File: src/rtl/lfpd_pkg.sv
// Shared types, widths and constants for the line-follow PD steering block.
// No dependencies; every other file refers to it by scoped names.
package lfpd_pkg;

    localparam int SENSOR_W   = 8;
    localparam int TIME_W     = 32;
    localparam int PWM_W      = 8;
    localparam int GAIN_W     = 16;
    localparam int CFG_IDX_W  = 3;
    localparam int CFG_DATA_W = 16;

    // Only eight sensor bits exist, so |weight| <= 7 and |sum| <= 28.
    localparam int SUM_W   = 6;
    localparam int COUNT_W = 4;
    localparam int ERR_W   = 12;  // |error| <= 7 * 256
    localparam int DE_W    = ERR_W + 1;
    localparam int DVD_W   = 22;  // |delta error| * 1000 < 2^22
    localparam int DER_W   = DVD_W + 1;
    localparam int PROD_W  = GAIN_W + 1 + DER_W;
    localparam int CORR_W  = PROD_W + 1;
    localparam int V_W     = CORR_W + 1;
    localparam int FRAC_W  = 16;

    localparam int DerivScale = 1000;
    localparam logic [PWM_W-1:0] PWM_MAX = 8'd255;

    localparam logic [GAIN_W-1:0] PROP_GAIN_RST  = 16'd8960;
    localparam logic [GAIN_W-1:0] DERIV_GAIN_RST = 16'd0;
    localparam logic [PWM_W-1:0]  BASE_SPEED_RST = 8'd80;
    localparam logic [PWM_W-1:0]  LOST_LEFT_RST  = 8'd0;
    localparam logic [PWM_W-1:0]  LOST_RIGHT_RST = 8'd100;

    typedef enum logic [CFG_IDX_W-1:0] {
        REG_PROP_GAIN  = 3'd0,
        REG_DERIV_GAIN = 3'd1,
        REG_BASE_SPEED = 3'd2,
        REG_LOST_LEFT  = 3'd3,
        REG_LOST_RIGHT = 3'd4
    } cfg_idx_t;

    typedef struct packed {
        logic [GAIN_W-1:0] prop_gain;
        logic [GAIN_W-1:0] deriv_gain;
        logic [PWM_W-1:0]  base_speed;
        logic [PWM_W-1:0]  lost_left_pwm;
        logic [PWM_W-1:0]  lost_right_pwm;
    } cfg_t;

    typedef struct packed {
        logic load;       // capture input request
        logic err_start;  // launch |sum|*256 / count
        logic take_err;
        logic der_start;  // launch |de|*1000 / dt
        logic der_zero;
        logic take_der;
        logic mul_p;
        logic mul_d;
        logic add;
        logic out_load;
    } cmd_t;

    typedef struct packed {
        logic lost;
        logic dt_zero;
        logic div_done;
        logic out_free;
    } status_t;

    // Q.16 value -> duty, truncated and clamped; negatives give zero.
    function automatic logic [PWM_W-1:0] duty_of(input logic signed [V_W-1:0] v);
        logic [PWM_W-1:0] d;
        d = PWM_MAX;
        if (v < 0)
        begin
            d = '0;
        end
        else if (v[V_W-1:FRAC_W] <= (V_W-FRAC_W)'(PWM_MAX))
        begin
            d = v[FRAC_W+PWM_W-1:FRAC_W];
        end
        return d;
    endfunction

endpackage

File: src/rtl/lfpd_if.sv
// Valid/ready channels for sensor requests and steering results.
// Depends on lfpd_pkg for field widths.
interface lfpd_in_if;
    logic                          valid;
    logic                          ready;
    logic [lfpd_pkg::SENSOR_W-1:0] sensor_bits;
    logic [lfpd_pkg::TIME_W-1:0]   now_ms;

    modport source (output valid, sensor_bits, now_ms, input ready);
    modport sink   (input valid, sensor_bits, now_ms, output ready);
endinterface

interface lfpd_out_if;
    logic                       valid;
    logic                       ready;
    logic [lfpd_pkg::PWM_W-1:0] left_pwm;
    logic [lfpd_pkg::PWM_W-1:0] right_pwm;
    logic                       line_lost;

    modport source (output valid, left_pwm, right_pwm, line_lost, input ready);
    modport sink   (input valid, left_pwm, right_pwm, line_lost, output ready);
endinterface

File: src/rtl/line_follow_pd_steering.sv
// Line-follow PD steering: sensor pattern + timestamp in, left/right duty out.
// Per request: when the line is seen, the 22-step divider runs once for the error, then
// again for the derivative unless no time has elapsed; a lost line skips both divides.
// One request in flight, one result in the output reg; in_ready is low until the result loads.
// Reset clears the controller, output valid, last error/time and loads config defaults.
// Depends on lfpd_pkg, lfpd_if, lfpd_ctrl, lfpd_datapath.
module line_follow_pd_steering
#(
    parameter int SENSOR_COUNT = 8
)
(
    input  logic                              clk,
    input  logic                              rst_n,
    lfpd_in_if.sink                           sensor,
    lfpd_out_if.source                        drive,
    input  logic                              wr_en,
    input  logic [lfpd_pkg::CFG_IDX_W-1:0]    wr_index,
    input  logic [lfpd_pkg::CFG_DATA_W-1:0]   wr_data
);

    lfpd_pkg::cfg_t    cfg_reg;
    lfpd_pkg::cmd_t    cmd;
    lfpd_pkg::status_t status;

    always_ff @(posedge clk or negedge rst_n)
    begin
        if (!rst_n)
        begin
            cfg_reg.prop_gain      <= lfpd_pkg::PROP_GAIN_RST;
            cfg_reg.deriv_gain     <= lfpd_pkg::DERIV_GAIN_RST;
            cfg_reg.base_speed     <= lfpd_pkg::BASE_SPEED_RST;
            cfg_reg.lost_left_pwm  <= lfpd_pkg::LOST_LEFT_RST;
            cfg_reg.lost_right_pwm <= lfpd_pkg::LOST_RIGHT_RST;
        end
        else if (wr_en)
        begin
            unique case (wr_index)
                lfpd_pkg::REG_PROP_GAIN:  cfg_reg.prop_gain      <= wr_data;
                lfpd_pkg::REG_DERIV_GAIN: cfg_reg.deriv_gain     <= wr_data;
                lfpd_pkg::REG_BASE_SPEED: cfg_reg.base_speed     <= wr_data[lfpd_pkg::PWM_W-1:0];
                lfpd_pkg::REG_LOST_LEFT:  cfg_reg.lost_left_pwm  <= wr_data[lfpd_pkg::PWM_W-1:0];
                lfpd_pkg::REG_LOST_RIGHT: cfg_reg.lost_right_pwm <= wr_data[lfpd_pkg::PWM_W-1:0];
                default:
                begin
                    cfg_reg <= cfg_reg;
                end
            endcase
        end
    end

    lfpd_ctrl u_ctrl
    (
        .clk      (clk),
        .rst_n    (rst_n),
        .in_valid (sensor.valid),
        .in_ready (sensor.ready),
        .status   (status),
        .cmd      (cmd)
    );

    lfpd_datapath
    #(
        .SENSOR_COUNT (SENSOR_COUNT)
    )
    u_dp
    (
        .clk       (clk),
        .rst_n     (rst_n),
        .cfg       (cfg_reg),
        .cmd       (cmd),
        .status    (status),
        .in_bits   (sensor.sensor_bits),
        .in_now    (sensor.now_ms),
        .out_ready (drive.ready),
        .out_valid (drive.valid),
        .out_left  (drive.left_pwm),
        .out_right (drive.right_pwm),
        .out_lost  (drive.line_lost)
    );

endmodule

File: src/rtl/lfpd_divider.sv
// Radix-2 restoring divider, one quotient bit per cycle, unsigned operands.
// Depends on lfpd_pkg for operand widths.
module lfpd_divider
(
    input  logic                          clk,
    input  logic                          rst_n,
    input  logic                          start,
    input  logic [lfpd_pkg::DVD_W-1:0]    dividend,
    input  logic [lfpd_pkg::TIME_W-1:0]   divisor,
    output logic                          done,
    output logic [lfpd_pkg::DVD_W-1:0]    quotient
);

    localparam int CNT_W = $clog2(lfpd_pkg::DVD_W + 1);

    logic                          busy_reg;
    logic                          done_reg;
    logic [CNT_W-1:0]              cnt_reg;
    logic [lfpd_pkg::TIME_W-1:0]   rem_reg, rem_next;
    logic [lfpd_pkg::DVD_W-1:0]    quo_reg, quo_next;
    logic [lfpd_pkg::TIME_W-1:0]   dsr_reg;
    logic [lfpd_pkg::TIME_W:0]     trial;

    always_comb
    begin
        trial = {rem_reg, quo_reg[lfpd_pkg::DVD_W-1]};
        if (trial >= {1'b0, dsr_reg})
        begin
            rem_next = lfpd_pkg::TIME_W'(trial - {1'b0, dsr_reg});
            quo_next = {quo_reg[lfpd_pkg::DVD_W-2:0], 1'b1};
        end
        else
        begin
            rem_next = trial[lfpd_pkg::TIME_W-1:0];
            quo_next = {quo_reg[lfpd_pkg::DVD_W-2:0], 1'b0};
        end
    end

    always_ff @(posedge clk or negedge rst_n)
    begin
        if (!rst_n)
        begin
            busy_reg <= 1'b0;
            done_reg <= 1'b0;
            cnt_reg  <= '0;
        end
        else
        begin
            done_reg <= 1'b0;
            if (start)
            begin
                busy_reg <= 1'b1;
                cnt_reg  <= CNT_W'(lfpd_pkg::DVD_W);
            end
            else if (busy_reg)
            begin
                cnt_reg <= cnt_reg - 1'b1;
                if (cnt_reg == CNT_W'(1))
                begin
                    busy_reg <= 1'b0;
                    done_reg <= 1'b1;
                end
            end
        end
    end

    always_ff @(posedge clk)
    begin
        if (start)
        begin
            rem_reg <= '0;
            quo_reg <= dividend;
            dsr_reg <= divisor;
        end
        else if (busy_reg)
        begin
            rem_reg <= rem_next;
            quo_reg <= quo_next;
        end
    end

    assign done     = done_reg;
    assign quotient = quo_reg;

endmodule

File: src/rtl/lfpd_datapath.sv
// Datapath: line position, shared divider and multiplier, PD state, output register.
// Depends on lfpd_pkg and lfpd_divider.
module lfpd_datapath
#(
    parameter int SENSOR_COUNT = 8
)
(
    input  logic                            clk,
    input  logic                            rst_n,
    input  lfpd_pkg::cfg_t                  cfg,
    input  lfpd_pkg::cmd_t                  cmd,
    output lfpd_pkg::status_t               status,
    input  logic [lfpd_pkg::SENSOR_W-1:0]   in_bits,
    input  logic [lfpd_pkg::TIME_W-1:0]     in_now,
    input  logic                            out_ready,
    output logic                            out_valid,
    output logic [lfpd_pkg::PWM_W-1:0]      out_left,
    output logic [lfpd_pkg::PWM_W-1:0]      out_right,
    output logic                            out_lost
);

    localparam int HALF  = SENSOR_COUNT / 2;
    localparam int NUSED = (SENSOR_COUNT < lfpd_pkg::SENSOR_W) ? SENSOR_COUNT
                                                               : lfpd_pkg::SENSOR_W;

    function automatic logic signed [lfpd_pkg::SUM_W-1:0] weight(input int i);
        logic signed [lfpd_pkg::SUM_W-1:0] w;
        if (i < HALF)
        begin
            w = lfpd_pkg::SUM_W'(i - (HALF - 1));
        end
        else
        begin
            w = lfpd_pkg::SUM_W'(i - HALF);
        end
        return w;
    endfunction

    logic [lfpd_pkg::SENSOR_W-1:0]          bits_reg;
    logic [lfpd_pkg::TIME_W-1:0]            now_reg;
    logic [lfpd_pkg::TIME_W-1:0]            last_time_reg;
    logic signed [lfpd_pkg::ERR_W-1:0]      last_error_reg;
    logic signed [lfpd_pkg::ERR_W-1:0]      err_reg;
    logic signed [lfpd_pkg::DER_W-1:0]      deriv_reg;
    logic signed [lfpd_pkg::PROD_W-1:0]     prod_reg;
    logic signed [lfpd_pkg::PROD_W-1:0]     acc_reg;
    logic signed [lfpd_pkg::CORR_W-1:0]     corr_reg;
    logic                                   neg_reg;
    logic                                   out_valid_reg;
    logic [lfpd_pkg::PWM_W-1:0]             left_reg;
    logic [lfpd_pkg::PWM_W-1:0]             right_reg;
    logic                                   lost_reg;

    logic signed [lfpd_pkg::SUM_W-1:0]      sum;
    logic [lfpd_pkg::COUNT_W-1:0]           count;
    logic [lfpd_pkg::SUM_W-1:0]             sum_mag;
    logic [lfpd_pkg::TIME_W-1:0]            dt;
    logic signed [lfpd_pkg::DE_W-1:0]       de;
    logic [lfpd_pkg::DE_W-1:0]              de_mag;
    logic [lfpd_pkg::DVD_W-1:0]             div_dividend;
    logic [lfpd_pkg::TIME_W-1:0]            div_divisor;
    logic                                   div_done;
    logic [lfpd_pkg::DVD_W-1:0]             div_quo;
    logic signed [lfpd_pkg::DER_W-1:0]      quo_s;
    logic signed [lfpd_pkg::GAIN_W:0]       mul_a;
    logic signed [lfpd_pkg::DER_W-1:0]      mul_b;
    logic signed [lfpd_pkg::V_W-1:0]        base16;
    logic signed [lfpd_pkg::V_W-1:0]        corr_x;

    always_comb
    begin
        sum   = '0;
        count = '0;
        for (int i = 0; i < NUSED; i++)
        begin
            if (bits_reg[i])
            begin
                sum   = sum + weight(i);
                count = count + 1'b1;
            end
        end
    end

    assign sum_mag = sum[lfpd_pkg::SUM_W-1] ? lfpd_pkg::SUM_W'(-sum) : sum;
    assign dt      = now_reg - last_time_reg;
    assign de      = lfpd_pkg::DE_W'(err_reg) - lfpd_pkg::DE_W'(last_error_reg);
    assign de_mag  = de[lfpd_pkg::DE_W-1] ? lfpd_pkg::DE_W'(-de) : de;

    always_comb
    begin
        if (cmd.der_start)
        begin
            div_dividend = lfpd_pkg::DVD_W'(de_mag)
                         * lfpd_pkg::DVD_W'(lfpd_pkg::DerivScale);
            div_divisor  = dt;
        end
        else
        begin
            div_dividend = lfpd_pkg::DVD_W'({sum_mag, 8'd0});
            div_divisor  = lfpd_pkg::TIME_W'(count);
        end
    end

    lfpd_divider u_div
    (
        .clk      (clk),
        .rst_n    (rst_n),
        .start    (cmd.err_start | cmd.der_start),
        .dividend (div_dividend),
        .divisor  (div_divisor),
        .done     (div_done),
        .quotient (div_quo)
    );

    assign quo_s = neg_reg ? -$signed({1'b0, div_quo}) : $signed({1'b0, div_quo});

    // One shared multiplier: gain times error, then gain times derivative.
    always_comb
    begin
        if (cmd.mul_p)
        begin
            mul_a = $signed({1'b0, cfg.prop_gain});
            mul_b = lfpd_pkg::DER_W'(err_reg);
        end
        else
        begin
            mul_a = $signed({1'b0, cfg.deriv_gain});
            mul_b = deriv_reg;
        end
    end

    assign base16 = $signed({{(lfpd_pkg::V_W-lfpd_pkg::PWM_W-lfpd_pkg::FRAC_W){1'b0}},
                             cfg.base_speed, {lfpd_pkg::FRAC_W{1'b0}}});
    assign corr_x = lfpd_pkg::V_W'(corr_reg);

    always_ff @(posedge clk)
    begin
        if (cmd.load)
        begin
            bits_reg <= in_bits;
            now_reg  <= in_now;
        end
        if (cmd.err_start)
        begin
            neg_reg <= sum[lfpd_pkg::SUM_W-1];
        end
        else if (cmd.der_start)
        begin
            neg_reg <= de[lfpd_pkg::DE_W-1];
        end
        if (cmd.take_err)
        begin
            err_reg <= quo_s[lfpd_pkg::ERR_W-1:0];
        end
        if (cmd.der_zero)
        begin
            deriv_reg <= '0;
        end
        else if (cmd.take_der)
        begin
            deriv_reg <= quo_s;
        end
        if (cmd.mul_p || cmd.mul_d)
        begin
            prod_reg <= lfpd_pkg::PROD_W'(mul_a * mul_b);
        end
        if (cmd.mul_d)
        begin
            acc_reg <= prod_reg;
        end
        if (cmd.add)
        begin
            corr_reg <= lfpd_pkg::CORR_W'(acc_reg) + lfpd_pkg::CORR_W'(prod_reg);
        end
        if (cmd.out_load)
        begin
            if (count == '0)
            begin
                left_reg  <= cfg.lost_left_pwm;
                right_reg <= cfg.lost_right_pwm;
                lost_reg  <= 1'b1;
            end
            else
            begin
                left_reg  <= lfpd_pkg::duty_of(base16 - corr_x);
                right_reg <= lfpd_pkg::duty_of(base16 + corr_x);
                lost_reg  <= 1'b0;
            end
        end
    end

    always_ff @(posedge clk or negedge rst_n)
    begin
        if (!rst_n)
        begin
            out_valid_reg  <= 1'b0;
            last_error_reg <= '0;
            last_time_reg  <= '0;
        end
        else
        begin
            if (cmd.out_load)
            begin
                out_valid_reg <= 1'b1;
                if (count != '0)
                begin
                    last_error_reg <= err_reg;
                    last_time_reg  <= now_reg;
                end
            end
            else if (out_ready)
            begin
                out_valid_reg <= 1'b0;
            end
        end
    end

    assign status.lost     = (count == '0);
    assign status.dt_zero  = (dt == '0);
    assign status.div_done = div_done;
    assign status.out_free = !out_valid_reg || out_ready;

    assign out_valid = out_valid_reg;
    assign out_left  = left_reg;
    assign out_right = right_reg;
    assign out_lost  = lost_reg;

endmodule

File: src/rtl/lfpd_ctrl.sv
// Per-request sequencer: error divide, derivative divide, PD multiply; all skipped if line lost.
// Depends on lfpd_pkg for the command and status structs.
module lfpd_ctrl
(
    input  logic                clk,
    input  logic                rst_n,
    input  logic                in_valid,
    output logic                in_ready,
    input  lfpd_pkg::status_t   status,
    output lfpd_pkg::cmd_t      cmd
);

    typedef enum logic [8:0] {
        S_IDLE   = 9'b000000001,
        S_CHECK  = 9'b000000010,
        S_EDIV   = 9'b000000100,
        S_DSTART = 9'b000001000,
        S_DDIV   = 9'b000010000,
        S_MULP   = 9'b000100000,
        S_MULD   = 9'b001000000,
        S_ADD    = 9'b010000000,
        S_OUT    = 9'b100000000
    } state_t;

    state_t state_reg, state_next;

    always_comb
    begin
        state_next = state_reg;
        cmd        = '0;
        in_ready   = 1'b0;
        unique case (state_reg)
            S_IDLE:
            begin
                in_ready = 1'b1;
                if (in_valid)
                begin
                    cmd.load   = 1'b1;
                    state_next = S_CHECK;
                end
            end
            S_CHECK:
            begin
                if (status.lost)
                begin
                    state_next = S_OUT;
                end
                else
                begin
                    cmd.err_start = 1'b1;
                    state_next    = S_EDIV;
                end
            end
            S_EDIV:
            begin
                if (status.div_done)
                begin
                    cmd.take_err = 1'b1;
                    state_next   = S_DSTART;
                end
            end
            S_DSTART:
            begin
                if (status.dt_zero)
                begin
                    cmd.der_zero = 1'b1;
                    state_next   = S_MULP;
                end
                else
                begin
                    cmd.der_start = 1'b1;
                    state_next    = S_DDIV;
                end
            end
            S_DDIV:
            begin
                if (status.div_done)
                begin
                    cmd.take_der = 1'b1;
                    state_next   = S_MULP;
                end
            end
            S_MULP:
            begin
                cmd.mul_p  = 1'b1;
                state_next = S_MULD;
            end
            S_MULD:
            begin
                cmd.mul_d  = 1'b1;
                state_next = S_ADD;
            end
            S_ADD:
            begin
                cmd.add    = 1'b1;
                state_next = S_OUT;
            end
            S_OUT:
            begin
                if (status.out_free)
                begin
                    cmd.out_load = 1'b1;
                    state_next   = S_IDLE;
                end
            end
            default:
            begin
                state_next = S_IDLE;
            end
        endcase
    end

    always_ff @(posedge clk or negedge rst_n)
    begin
        if (!rst_n)
        begin
            state_reg <= S_IDLE;
        end
        else
        begin
            state_reg <= state_next;
        end
    end

endmodule
File: src/flat_wrapper.sv
// flat-port wrapper written by rule: the top's interface ports become plain ports
module line_follow_pd_steering_flat 
#(
    parameter int SENSOR_COUNT = 8
)
  (clk, rst_n, wr_en, wr_index, wr_data, sensor_valid, sensor_sensor_bits, sensor_now_ms, sensor_ready, drive_valid, drive_left_pwm, drive_right_pwm, drive_line_lost, drive_ready);
  lfpd_in_if sensor_i ();
  lfpd_out_if drive_i ();
  input  logic clk;
  input  logic rst_n;
  input  logic wr_en;
  input  logic [lfpd_pkg::CFG_IDX_W-1:0] wr_index;
  input  logic [lfpd_pkg::CFG_DATA_W-1:0] wr_data;
  input wire logic [$bits(sensor_i.valid)-1:0] sensor_valid;
  input wire logic [$bits(sensor_i.sensor_bits)-1:0] sensor_sensor_bits;
  input wire logic [$bits(sensor_i.now_ms)-1:0] sensor_now_ms;
  output wire logic [$bits(sensor_i.ready)-1:0] sensor_ready;
  output wire logic [$bits(drive_i.valid)-1:0] drive_valid;
  output wire logic [$bits(drive_i.left_pwm)-1:0] drive_left_pwm;
  output wire logic [$bits(drive_i.right_pwm)-1:0] drive_right_pwm;
  output wire logic [$bits(drive_i.line_lost)-1:0] drive_line_lost;
  input wire logic [$bits(drive_i.ready)-1:0] drive_ready;
  assign sensor_i.valid = sensor_valid;
  assign sensor_i.sensor_bits = sensor_sensor_bits;
  assign sensor_i.now_ms = sensor_now_ms;
  assign sensor_ready = sensor_i.ready;
  assign drive_valid = drive_i.valid;
  assign drive_left_pwm = drive_i.left_pwm;
  assign drive_right_pwm = drive_i.right_pwm;
  assign drive_line_lost = drive_i.line_lost;
  assign drive_i.ready = drive_ready;
  line_follow_pd_steering #(.SENSOR_COUNT(SENSOR_COUNT)) u_core (.clk(clk), .rst_n(rst_n), .sensor(sensor_i), .drive(drive_i), .wr_en(wr_en), .wr_index(wr_index), .wr_data(wr_data));
endmodule
File: config.mk
export PLATFORM = sky130hd
export DESIGN_NAME = line_follow_pd_steering_flat
export DESIGN_NICKNAME = d
export VERILOG_FILES = /design/src/rtl/lfpd_pkg.sv /design/src/rtl/lfpd_if.sv /design/src/rtl/line_follow_pd_steering.sv /design/src/rtl/lfpd_divider.sv /design/src/rtl/lfpd_datapath.sv /design/src/rtl/lfpd_ctrl.sv /design/src/flat_wrapper.sv
export SDC_FILE = /design/constraint.sdc
export NUM_CORES = 2
export LEC_CHECK = 0
export BUFFER_PORTS_ARGS = -buffer_cell sky130_fd_sc_hd__buf_2
export CORE_MARGIN = 1.5
export CORE_UTILIZATION = 29
export CTS_BUF_LIST = sky130_fd_sc_hd__clkbuf_4 sky130_fd_sc_hd__clkbuf_8
export DETAILED_ROUTE_END_ITERATION = 6
export GPL_ROUTABILITY_DRIVEN = 0
export PLACE_DENSITY_LB_ADDON = 0.2
export SETUP_SLACK_MARGIN = 0.2
export SYNTH_ARGS = -nofsm -noshare
export SYNTH_HDL_FRONTEND = slang
export SYNTH_HIERARCHICAL = 1
export SYNTH_SLANG_ARGS = --single-unit
File: constraint.sdc
create_clock -name clk -period 14.41 [get_ports clk]
set_input_delay 2.1615 -clock clk [delete_from_list [all_inputs] [get_ports clk]]
set_output_delay 2.1615 -clock clk [all_outputs]
set_load 0.1 [all_outputs]
; ---- After elaboration in Yosys (flattened, before gate mapping)
; Index checks and enable logic that the tools add are counted.
[word_totals]
regBits = 417
input_bits = 64
out_inout_bits = 19
[op_classes]
add_sub_neg = 24
multipliers = 2
magnitude_cmp = 5
n_eq_ne = 18
mux = 76
bitwise = 1
n_reduce_logical = 17
[op_table]
columns = cell, count
row1 = $mux 6, 17
row2 = $lt 42x1->1 const B, 2
row3 = $pmux 9 s9, 1
row4 = $mux 22, 3
row5 = $sub 32x32->32, 2
row6 = $le 26x8->1 const B, 2
row7 = $mux 8, 6
row8 = $mux 23, 2
row9 = $mux 9, 5
row10 = $add 25x41->42, 1
row11 = $add 6x6->6, 7
row12 = $sub 25x41->42, 1
row13 = $add 40x40->41, 1
row14 = $mul 17x23->40, 1
row15 = $ge 33x32->1, 1
row16 = $logic_not 32->1, 1
row17 = $mux 32, 1
row18 = $mux 4, 8
row19 = $add 4x1->4 const B, 7
row20 = $mux 1, 28
row21 = $neg 22->23, 1
row22 = $mul 13x7->19 const B, 1
row23 = $mux 16, 1
row24 = $mux 13, 1
row25 = 30 further kinds, 42

; ---- Depth between registers and ports, before layout
[logic_depth]
ltp_word = 20
ltp_mapped = 34
depth_no_buf = 32

; ---- By module
; Netlist, hierarchy kept.
[modules_own_cells]
columns = mod, n_inst, cells_per_inst, area_each_um2
row1 = lfpd_datapath, 1, 3289, 31288.8
row2 = lfpd_divider, 1, 592, 5698.0
row3 = line_follow_pd_steering, 1, 122, 2142.1
row4 = lfpd_ctrl, 1, 65, 580.6

; ---- Worst setup path after synthesis
; OpenSTA, ideal clock, no wires.
[synth_timing]
path_kind = reg-to-reg
startpoint = register u_core.u_ctrl.state_reg[2]
endpoint = register u_core/u_dp/prod_reg[39] (netlist bit), data pin
setup_time_ps = 259
arrival_time_ps = 8427
required_ps = 14151
setup_slack_ps = 5724
path_stages_with_launch = 32
n_path_buf = 5
period_less_slack_ps = 8686
path_cell_list = dfrtp_1 > buf_6 > or4_4 > nor3_1 > clkbuf_1 > clkbuf_1 > clkbuf_1 > mux2i_1 > nor2_1 > fa_1 > inv_1 > fa_1 > inv_1 > fa_1 > fa_1 > fa_1 > inv_1 > fa_1 > inv_1 > ha_1 > and4_1 > clkbuf_1 > a21oi_1 > a21oi_1 > or4_1 > o21ai_0 > a21oi_1 > a21o_1 > a21oi_1 > o21ai_0 > a21oi_1 > xnor2_1
[synth_lines]
columns = item, line_no
row1 = from (decl), lfpd_ctrl.sv:25  ; state_t state_reg, state_next;
row2 = from (signal assigned), lfpd_ctrl.sv:121  ; state_reg <= state_next;
row3 = to (signal assigned), lfpd_datapath.sv:165  ; prod_reg <= lfpd_pkg::PROD_W'(mul_a * mul_b);
row4 = to (decl), lfpd_datapath.sv:45  ; logic signed [lfpd_pkg::PROD_W-1:0] prod_reg;

==> results.py <==
metrics = {
    "final_layout": {
        "design_area_um2": 43800,
        "largest_register_ffs": 56,
        "layout_common_cells": "inv_1 (651), nand2_1 (403), fa_1 (401)",
        "finalNonFillerCells": 5988,
        "drive_gt1_frac": 0.117,
        "layout_commonest_cell": "inv_1",
        "fin_nets": 4889,
        "syn2layout_area_growth_pct": 10.4,
    },
    "timing": {
        "setup_tns_ns": 0,
        "skew_ns": 0.0351,
        "rsz0062_at_grt": "false",
        "hold_violations": 0,
        "fin_crit_sh": 0.698,
        "setup_viol": 0,
        "slew_headroom": 0.202,
        "hold_slack_ns": 0.437,
        "post-route-min-period_ns": 10.06,
        "report.final.slew_viol_count": 0,
        "worstMarginPinSlew_ns": 1.17,
        "max_freq_mhz": 99.4,
    },
    "logic_synthesis": {
        "synth-main-ff-cell": "edfxtp_1",
        "synth.distinct_cells": 102,
        "synth_top_family_by_area": "adder cells",
        "yosys_warnings": 6,
        "synth.avg_cell_area_um2": 9.76,
        "synth_compound_area_frac": 0.107,
        "synthArstFlopShare": 0.281,
        "synthSimpleGateAreaFrac": 0.129,
        "seq_area_frac_synth": 0.287,
        "synth_area_um2": 39700,
        "synth.area.mux_share": 0.0562,
        "synthXorXnorAreaFrac": 0.0516,
        "syn_inst": 4068,
        "synth-seq-cells": 417,
        "yosys.area.top_type": "fa_1",
        "synth-edff-count": 245,
        "synthAdderAreaFrac": 0.293,
        "synth_top_area_frac": 0.202,
        "synth_area_leaders": "fa_1 (20%), edfxtp_1 (19%), ha_1 (9.0%), dfrtp_1 (6.8%), inv_1 (6.2%)",
    },
    "global_routing": {
        "grt_pass1_vias": 29718,
        "overflow": 0,
        "grt_pass1_wl_mm": 167,
        "grt_max_degree": 71,
        "grtUsageTotal": 0.150,
        "antenna_found_initial": 8,
    },
    "critical_path": {
        "crit_fanout": 33,
        "crit_path_start_kind": "flip-flop",
        "endpoint_kind": "flip-flop",
        "worst-path-buf-inv": 5,
        "cpPeakStageDelay_ns": 0.71,
        "cp_common_cell": "fa_1",
        "slowest_stage": "and2_1",
        "r2r_start": "u_core/u_ctrl/state_reg[2]$_DFFE_PN0P_",
        "path_class": "flip-flop to flip-flop",
        "cp.arrival_ns": 10.51,
        "cp.depth": 28,
        "crit_family": "adder cells",
        "r2r_end": "u_core/u_dp/prod_reg[39]$_DFFE_PP_",
        "crit_required_ns": 14.85,
        "reg2reg_depth": 28,
        "r2r_slack_ns": 4.35,
    },
    "pwr": {
        "leakagePower_nw": 19.6,
        "max-vdd-ir-drop_mv": 0.405,
        "p_per_area_nw_per_um2": 238,
        "total_power_w": 0.0104,
    },
    "floorplanning": {
        "row_count": 135,
        "ios": 83,
        "initial_core_util": 0.293,
        "core_area_um2": 136000,
        "die_h_um": 373,
        "die-area_um2": 139000,
        "die_w_um": 373,
    },
    "flow_run": {
        "maxCapViolCount": 0,
    },
    "drt": {
        "vias_per_cell": 4.73,
        "drc": 0,
        "firstDrtPassIters": 5,
        "wirelength_mm": 103,
        "met1_length_mm": 50.1,
        "top_layer_used": "met5",
        "first_iter_violations": 1451,
        "vias": 28333,
        "wl_met2_mm": 47.0,
        "ant_nets": 0,
        "wl_met3_mm": 4.10,
        "wire_per_inst_um": 17.2,
    },
    "clock_tree": {
        "htreeDepth": 3,
        "clkTransAtPathRegs_ns": 0.06,
        "cts_buffers": 80,
        "clock-sinks": 417,
        "cts_buffer_depth": 3,
        "cts_resized": 0,
        "hold_buffers": 0,
        "post_cts_buffers": 0,
        "cts-root-buf": "clkbuf_8",
        "cts_tree": "yes",
        "clock_latency_ns": 0.75,
    },
    "min_path": {
        "hold-path-endpoint": "u_core/u_dp/acc_reg[17]$_DFFE_PP_",
        "min_path_cells": 0,
        "hold_start": "u_core/u_dp/prod_reg[17]$_DFFE_PP_",
        "hold_path_class": "flip-flop to flip-flop",
    },
    "outcome": {
        "status": "complete, no violations",
    },
    "placement": {
        "dp_cells": 5837,
        "dpl-instance-area_um2": 42100,
        "post-dp-hpwl_mm": 81.0,
        "port_buffers": 82,
    },
}
## power breakdown
part           switching, W  internal (W)  total [W]
registers          0.000194       0.00160    0.00179
clock network      0.000544      0.000700    0.00124
logic               0.00419       0.00319    0.00739
total               0.00493       0.00549     0.0104
## worst max path at each step
stage                                                       from                                  to
after floorplan           u_core/u_ctrl/state_reg[2]$_DFFE_PN0P_  u_core/u_dp/prod_reg[39]$_DFFE_PP_
after global placement    u_core/u_ctrl/state_reg[2]$_DFFE_PN0P_  u_core/u_dp/prod_reg[39]$_DFFE_PP_
after detailed placement  u_core/u_ctrl/state_reg[2]$_DFFE_PN0P_  u_core/u_dp/prod_reg[39]$_DFFE_PP_
after CTS                 u_core/u_ctrl/state_reg[2]$_DFFE_PN0P_  u_core/u_dp/prod_reg[39]$_DFFE_PP_
after global routing      u_core/u_ctrl/state_reg[2]$_DFFE_PN0P_  u_core/u_dp/prod_reg[39]$_DFFE_PP_
final                     u_core/u_ctrl/state_reg[2]$_DFFE_PN0P_  u_core/u_dp/prod_reg[39]$_DFFE_PP_
## synthesized netlist by cell type (all sizes together), types with 15 or more instances
master,instances
dfrtp,108
o21bai,24
and3,29
nand4,27
buf,40
nor2b,30
a211oi,30
or3,18
ha,286
a31oi,34
mux2,152
and2,47
a21o,65
fa,401
nand2b,40
nand2,404
nand3,59
nor4,15
xnor2,155
mux2i,52
clkbuf,91
o21ai,129
nor3,50
edfxtp,245
dfxtp,55
o31ai,25
xor2,79
a21oi,163
a311oi,16
inv,652
o21a,25
nor2,317
## layout make-up
cell class	count	area [µm²]
Clock buffer	129	1540
Tap cell	1781	2230
Multi-Input combinational cell	2870	25400
Inverter	652	2450
Antenna cell	2	5.00
Fill cell	14124	91800
Clock inverter	20	171
Sequential cell	417	11400
Timing Repair Buffer	117	679
## cell families (layout without fill, tap and decap cells)
logic type / after synthesis / in the layout
xor+xnor: 234 / 234
simple gates: 1102 / 1102
buf+inv: 783 / 918
compound gates: 639 / 639
other cells: 1 / 5
fa+ha+maj: 688 / 688
flops: 417 / 417
mux: 204 / 204
## per-stage QoR
stage / worst slack [ns] / utilization
global route: 3.82 / 0.323
CTS: 4.43 / 0.323
floorplan: 5.72 / -
finish: 4.35 / 0.323
detailed placement: 4.45 / 0.310
global placement: 4.61 / 0.310
## per-layer routing
layer / track usage / vias up
met5: 0 / -
met4: 0.0322 / 14
met3: 0.0263 / 106
met2: 0.245 / 410
met1: 0.207 / 14062
li1: - / 13741
Note: power is estimated with default switching activity, not from simulation.
